File: src/design/assert_macros.svh
// Assertion helpers shared by the ring buffer modules.
// Checks are compiled for simulation only and vanish in synthesis.
`ifndef ASSERT_MACROS_SVH
`define ASSERT_MACROS_SVH

`ifndef SYNTHESIS

// Property checked at every rising edge outside reset.
`define BRB_ASSERT(lbl, clk, rst_n, prop, msg) \
  lbl: assert property (@(posedge clk) disable iff (!rst_n) (prop)) else $error(msg);

// Condition that must never be true outside reset.
`define BRB_ASSERT_NEVER(lbl, clk, rst_n, expr, msg) \
  `BRB_ASSERT(lbl, clk, rst_n, !(expr), msg)

`else

`define BRB_ASSERT(lbl, clk, rst_n, prop, msg)
`define BRB_ASSERT_NEVER(lbl, clk, rst_n, expr, msg)

`endif

`endif

File: src/design/brb_pkg.sv
`default_nettype none

package brb_pkg;

  localparam int STORE_DEPTH = 1024;
  localparam int ADDR_W      = $clog2(STORE_DEPTH);
  localparam int DATA_W      = 8;
  localparam int ACT_W       = 4;
  localparam int OFS_W       = 10;
  localparam int CNT_W       = 11;
  localparam int PADDR_W     = 3;
  localparam int PDATA_W     = 32;

  localparam logic [CNT_W-1:0] CAP_MAX = CNT_W'(STORE_DEPTH);

  // Register index taken from the word address of the configuration port.
  localparam logic REG_CAPACITY = 1'b0;

  typedef enum logic [ACT_W-1:0] {
    ACT_PUSH      = 4'd0,
    ACT_POP       = 4'd1,
    ACT_PEEK      = 4'd2,
    ACT_STAGE     = 4'd3,
    ACT_OVERWRITE = 4'd4,
    ACT_ADV_RD    = 4'd5,
    ACT_REW_RD    = 4'd6,
    ACT_COMMIT_WR = 4'd7,
    ACT_RETRACT_WR = 4'd8
  } brb_action_e;

  typedef struct packed {
    logic              en;
    logic              we;
    logic [ADDR_W-1:0] addr;
    logic [DATA_W-1:0] wdata;
  } brb_mem_req_t;

  typedef struct packed {
    logic             we;
    logic [CNT_W-1:0] value;
  } brb_cfg_t;

  typedef struct packed {
    logic             accepted;
    logic             rd_en;
    logic [CNT_W-1:0] readable;
    logic [CNT_W-1:0] writable;
  } brb_res_t;

endpackage

`default_nettype wire

File: src/design/brb_ctrl.sv
`default_nettype none

`include "assert_macros.svh"

module brb_ctrl
  import brb_pkg::*;
(
  input  wire logic              clk_i,
  input  wire logic              rst_ni,
  input  wire logic              accept_i,
  input  wire logic [ACT_W-1:0]  action_i,
  input  wire logic [DATA_W-1:0] data_byte_i,
  input  wire logic [OFS_W-1:0]  offset_i,
  input  wire logic [CNT_W-1:0]  step_i,
  input  wire brb_cfg_t          cfg_i,
  output brb_mem_req_t           mem_req_o,
  output brb_res_t               res_o,
  output logic [CNT_W-1:0]       cap_o
);

  logic [ADDR_W-1:0] rp_q, rp_d;
  logic [ADDR_W-1:0] wp_q, wp_d;
  logic [CNT_W-1:0]  fill_q, fill_d;
  logic [CNT_W-1:0]  cap_q, cap_d;

  brb_action_e       act;
  logic [CNT_W-1:0]  space;
  logic [CNT_W-1:0]  ofs;
  logic              ok;
  logic              rd, wr;
  logic              addr_at_base;
  logic              use_wp;
  logic              upd_rp, upd_wp;
  logic [CNT_W-1:0]  amt;
  logic [CNT_W-1:0]  fill_new;
  logic [ADDR_W-1:0] base;
  logic [CNT_W:0]    sum_raw;
  logic [CNT_W:0]    sum_red;
  logic [ADDR_W-1:0] ring;
  logic [CNT_W-1:0]  cap_lim;

  assign act   = brb_action_e'(action_i);
  assign space = cap_q - fill_q;
  assign ofs   = CNT_W'(offset_i);

  always_comb begin
    ok           = 1'b0;
    rd           = 1'b0;
    wr           = 1'b0;
    addr_at_base = 1'b0;
    use_wp       = 1'b0;
    upd_rp       = 1'b0;
    upd_wp       = 1'b0;
    amt          = CNT_W'(1);
    fill_new     = fill_q;
    unique case (act)
      ACT_PUSH: begin
        ok           = (space != '0);
        wr           = 1'b1;
        addr_at_base = 1'b1;
        use_wp       = 1'b1;
        upd_wp       = 1'b1;
        fill_new     = fill_q + CNT_W'(1);
      end
      ACT_POP: begin
        ok           = (fill_q != '0);
        rd           = 1'b1;
        addr_at_base = 1'b1;
        upd_rp       = 1'b1;
        fill_new     = fill_q - CNT_W'(1);
      end
      ACT_PEEK: begin
        ok  = (ofs < fill_q);
        rd  = 1'b1;
        amt = ofs;
      end
      ACT_STAGE: begin
        ok     = (ofs < space);
        wr     = 1'b1;
        use_wp = 1'b1;
        amt    = ofs;
      end
      ACT_OVERWRITE: begin
        ok  = (ofs < fill_q);
        wr  = 1'b1;
        amt = ofs;
      end
      ACT_ADV_RD: begin
        ok       = (step_i <= fill_q);
        upd_rp   = 1'b1;
        amt      = step_i;
        fill_new = fill_q - step_i;
      end
      ACT_REW_RD: begin
        ok       = (step_i <= space);
        upd_rp   = 1'b1;
        amt      = cap_q - step_i;
        fill_new = fill_q + step_i;
      end
      ACT_COMMIT_WR: begin
        ok       = (step_i <= space);
        use_wp   = 1'b1;
        upd_wp   = 1'b1;
        amt      = step_i;
        fill_new = fill_q + step_i;
      end
      ACT_RETRACT_WR: begin
        ok       = (step_i <= fill_q);
        use_wp   = 1'b1;
        upd_wp   = 1'b1;
        amt      = cap_q - step_i;
        fill_new = fill_q - step_i;
      end
      default: begin
        ok = 1'b0;
      end
    endcase
  end

  // Shared modular adder: base < capacity and amount <= capacity, so one
  // conditional subtract brings the sum back into range.
  assign base    = use_wp ? wp_q : rp_q;
  assign sum_raw = (CNT_W+1)'(base) + (CNT_W+1)'(amt);
  assign sum_red = (sum_raw >= (CNT_W+1)'(cap_q)) ? sum_raw - (CNT_W+1)'(cap_q) : sum_raw;
  assign ring    = sum_red[ADDR_W-1:0];

  always_comb begin
    mem_req_o.en    = accept_i & ok & (rd | wr);
    mem_req_o.we    = wr;
    mem_req_o.addr  = addr_at_base ? base : ring;
    mem_req_o.wdata = data_byte_i;
  end

  always_comb begin
    if (cfg_i.value == '0) begin
      cap_lim = CNT_W'(1);
    end else if (cfg_i.value > CAP_MAX) begin
      cap_lim = CAP_MAX;
    end else begin
      cap_lim = cfg_i.value;
    end
  end

  always_comb begin
    rp_d   = rp_q;
    wp_d   = wp_q;
    fill_d = fill_q;
    cap_d  = cap_q;
    priority if (cfg_i.we) begin
      // The capacity changes only while nothing is held.
      if (fill_q == '0) begin
        cap_d = cap_lim;
        rp_d  = '0;
        wp_d  = '0;
      end
    end else if (accept_i && ok) begin
      fill_d = fill_new;
      if (upd_rp) begin
        rp_d = ring;
      end
      if (upd_wp) begin
        wp_d = ring;
      end
    end
  end

  always_ff @(posedge clk_i or negedge rst_ni) begin
    if (!rst_ni) begin
      rp_q   <= '0;
      wp_q   <= '0;
      fill_q <= '0;
      cap_q  <= CAP_MAX;
    end else begin
      rp_q   <= rp_d;
      wp_q   <= wp_d;
      fill_q <= fill_d;
      cap_q  <= cap_d;
    end
  end

  always_comb begin
    res_o.accepted = ok;
    res_o.rd_en    = ok & rd;
    res_o.readable = ok ? fill_new : fill_q;
    res_o.writable = cap_q - (ok ? fill_new : fill_q);
  end

  assign cap_o = cap_q;

  `BRB_ASSERT(a_fill_in_range, clk_i, rst_ni, fill_q <= cap_q, "fill count above capacity")
  `BRB_ASSERT(a_ptrs_in_range, clk_i, rst_ni, (CNT_W'(rp_q) < cap_q) && (CNT_W'(wp_q) < cap_q), "pointer outside capacity")
  `BRB_ASSERT(a_refused_holds, clk_i, rst_ni, (accept_i && !ok && !cfg_i.we) |=> ($stable(fill_q) && $stable(rp_q) && $stable(wp_q)), "refused action changed state")

endmodule

`default_nettype wire
File: config.mk
export PLATFORM = sky130hd
export DESIGN_NAME = brb_ctrl
export DESIGN_NICKNAME = d
export VERILOG_FILES = /design/src/design/brb_pkg.sv /design/src/design/brb_ctrl.sv
export VERILOG_INCLUDE_DIRS = /design/src /design/src/design
export SDC_FILE = /design/constraint.sdc
export NUM_CORES = 1
export LEC_CHECK = 0
export ABC_CLOCK_PERIOD_IN_PS = 6400
export BUFFER_PORTS_ARGS = -buffer_cell sky130_fd_sc_hd__buf_4
export CORE_MARGIN = 2
export CORE_UTILIZATION = 53
export CTS_CLUSTER_DIAMETER = 40
export DETAILED_ROUTE_END_ITERATION = 7
export PLACE_DENSITY = 0.81
export REMOVE_ABC_BUFFERS = 1
export SLEW_MARGIN = 15
export SYNTH_ARGS = -nofsm -noshare
export SYNTH_HDL_FRONTEND = slang
export SYNTH_SLANG_ARGS = --single-unit
File: constraint.sdc
create_clock -name clk_i -period 6.4 [get_ports clk_i]
set_input_delay 0.32 -clock clk_i [delete_from_list [all_inputs] [get_ports clk_i]]
set_output_delay 0.32 -clock clk_i [all_outputs]
set_load 0.01 [all_outputs]
==> impl_metrics.tcl <==
set metrics [dict create \
    vias 7162 \
    fin_worst_skew_ns 0.00563 \
    final-setup-viol-count 0 \
    drt-wirelength-per-cell_um 19.9 \
    cp-end-kind "primary output" \
    ys_top_cells_by_area "ha_1 17%, dfrtp_1 15%, mux2i_1 4.6%" \
    cts_buffers 5 \
    path_class "flip-flop to primary output" \
    hold_viol 0 \
    port_buffers 86 \
    die_y_um 118 \
    crit_path_top_delay_cell "or4_1" \
    yosysWarnings 0 \
    synth.cell_area_um2 6920 \
    met1_usage_pct 43.6 \
    slew_headroom_pct 43.0 \
    grt_overflow_total 0 \
    cts-root-buf "clkbuf_16" \
    ys_ff_latch 42 \
    ys_seq_area_share_pct 15.2 \
    antenna_cells 0 \
    hpwl_um 17600 \
    synth_ff_type "dfrtp_1" \
    htreeDepth 2 \
    critPathArrivalTime_ns 5.97 \
    yosys.cell_types.count 82 \
    busiest_layer "met2" \
    timing.hold.ws_ns 0.0179 \
    ios 103 \
    syn-instance-count 851 \
    detail-route-antenna-nets 0 \
    routed_wirelength_um 22500 \
    nets 1110 \
    area_growth_pct 19.4 \
    async_flop_share_pct 100 \
    rr_worst_depth 20 \
    initialDrtViolationCount 853 \
    worstMarginPinSlew_ns 0.854 \
    rsz0062_at_grt "true" \
    antenna_found_initial 0 \
    p_per_area_nw_per_um2 702 \
    min_period_over_period_pct 98.2 \
    cpPeakStageDelay_ns 0.42 \
    start_util_pct 54.6 \
    ir_drop_mv 0.724 \
    syn_area_per_cell_um2 8.13 \
    fin_cells 1133 \
    finish.utilization_pct 65.2 \
    place_congestion 1.01 \
    met3_usage_pct 6.18 \
    path_clk_slew_ns 0.07 \
    die_area_um2 14000 \
    cts_tree "done" \
    core_um2 12700 \
    leakagePower_uw 0.00425 \
    vias_per_cell 6.32 \
    cts_num_sinks 42 \
    grt_pass1_wl_um 35000 \
    grt_pass1_vias 6611 \
    cp_num_cells 30 \
    hp-class "input pin to asynchronous set/reset pin" \
    crit_buf_inv 4 \
    max_freq_ghz 0.159 \
    cp_max_fo 4 \
    clk_latency_ns 0.30 \
    critical_path_required_ns 6.08 \
    grt_max_degree 43 \
    grtUsageMet2_pct 48.0 \
    hold_buffers 0 \
    status "complete, no violations" \
    yosysTopAreaCell "ha_1" \
    rows 41 \
    drive_gt1_share_pct 23.1 \
    ctsLongestPathBuffers 2 \
    synth_top_area_share_pct 17.2 \
    startpoint_type "flip-flop" \
    drc 0 \
    die_w_um 118 \
    drt-pass1-iter-count 7 \
    cap_violations 0 \
    final_common_cell "buf_4" \
    dp_cells 1109 \
    finalMaxSlewViolations 0 \
    final_cell_mix "138 x buf_4, 90 x ha_1, 68 x nand2_1" \
    critPathTopFamily "compound AO/OA/AOI/OAI gates" \
    period_needed_ns 6.29 \
    grtUsageTotal_pct 31.2 \
    synth-edff-count 0 \
]
-- stage by stage --
stage	worst slack [ns]	total power [uW]	area [um2]	setup TNS (ns)
2_1_floorplan	0.194	3520	6710	0
3_3_place_gp	0.158	4920	7840	0
3_5_place_dp	-0.0185	4990	7840	-0.0185
4_1_cts	0.0159	5440	8110	0
5_1_grt	-0.0669	6250	8260	-0.0669
6_report	0.115	5800	8260	0
-- cells in the mapped netlist, drive strengths merged (4+ instances only) --
master / n
mux2i: 32
a31oi: 4
xnor2: 32
clkbuf: 19
or2: 6
xor2: 18
and2: 4
nor3: 18
dfrtp: 41
nand2: 68
and3: 8
nand3b: 5
o211ai: 8
nor4: 6
nand4: 7
nor2: 52
a21boi: 10
ha: 95
a211oi: 7
o21ai: 62
a21o: 42
o21a: 12
nand2b: 22
o31ai: 7
buf: 17
o21bai: 4
fa: 7
inv: 60
a22oi: 12
nand3: 13
nor2b: 17
a22o: 5
mux2: 22
o221ai: 4
a21oi: 55
-- area by class of cell --
type	count	area, um2
Fill cell	1074	4410
Multi-Input combinational cell	713	5580
Clock buffer	5	125
Sequential cell	42	1050
Timing Repair Buffer	138	1040
Inverter	60	225
Clock inverter	3	25.0
Tap cell	172	215
-- where the power goes --
group / switching (uW) / internal, uW
Combinational: 2670 / 2390
Sequential: 98.2 / 375
Clock: 122 / 147
-- path summary, 6_finish.rpt --
| kind | from | endpoint | slack (ns) |
|---|---|---|---|
| worst min-delay path | rst_ni | wp_q[9]$_DFFE_PN0P_ | 0.02 |
| worst max-delay path | cap_o[0]$_DFFE_PN0P_ | res_o[10] | 0.11 |
| worst max register to register | cap_o[0]$_DFFE_PN0P_ | wp_q[5]$_DFFE_PN0P_ | 1.09 |
| max in group asynchronous | rst_ni | fill_q[7]$_DFFE_PN0P_ | 5.93 |
| min in group clk_i | cfg_i[7] | cap_o[7]$_DFFE_PN0P_ | 0.25 |
| worst min register to register | rp_q[5]$_DFFE_PN0P_ | rp_q[5]$_DFFE_PN0P_ | 0.53 |
-- timing repair --
action | CTS | global route
gates cloned | 0 | 0
gates resized for setup | 14 | 31
endpoints found under the setup margin | 2 | 13
buffers inserted | 8 | 8
pin swaps | 8 | 17
-- per-layer routing --
metal  share of wire [%]  up-vias
li1                    -     3328
met1                  43     3385
met2                  44      385
met3                  10       64
met4                 3.4        0
met5                   0        -
-- sequential cells by signal (all words and copies together), names as in the netlist --
register  count
cap_o        11
rp_q         10
fill_q       11
wp_q         10
-- kinds of logic after synthesis --
logic type / count (synthesis) / share of synthesized area, %
fa+ha+maj: 104 / 19.5
mux: 54 / 8.76
simple gates: 238 / 17.5
flops: 42 / 15.2
buf+inv: 96 / 6.20
xor+xnor: 50 / 6.44
compound gates: 267 / 26.4
No activity file was read; power rests on OpenSTA's default activity.
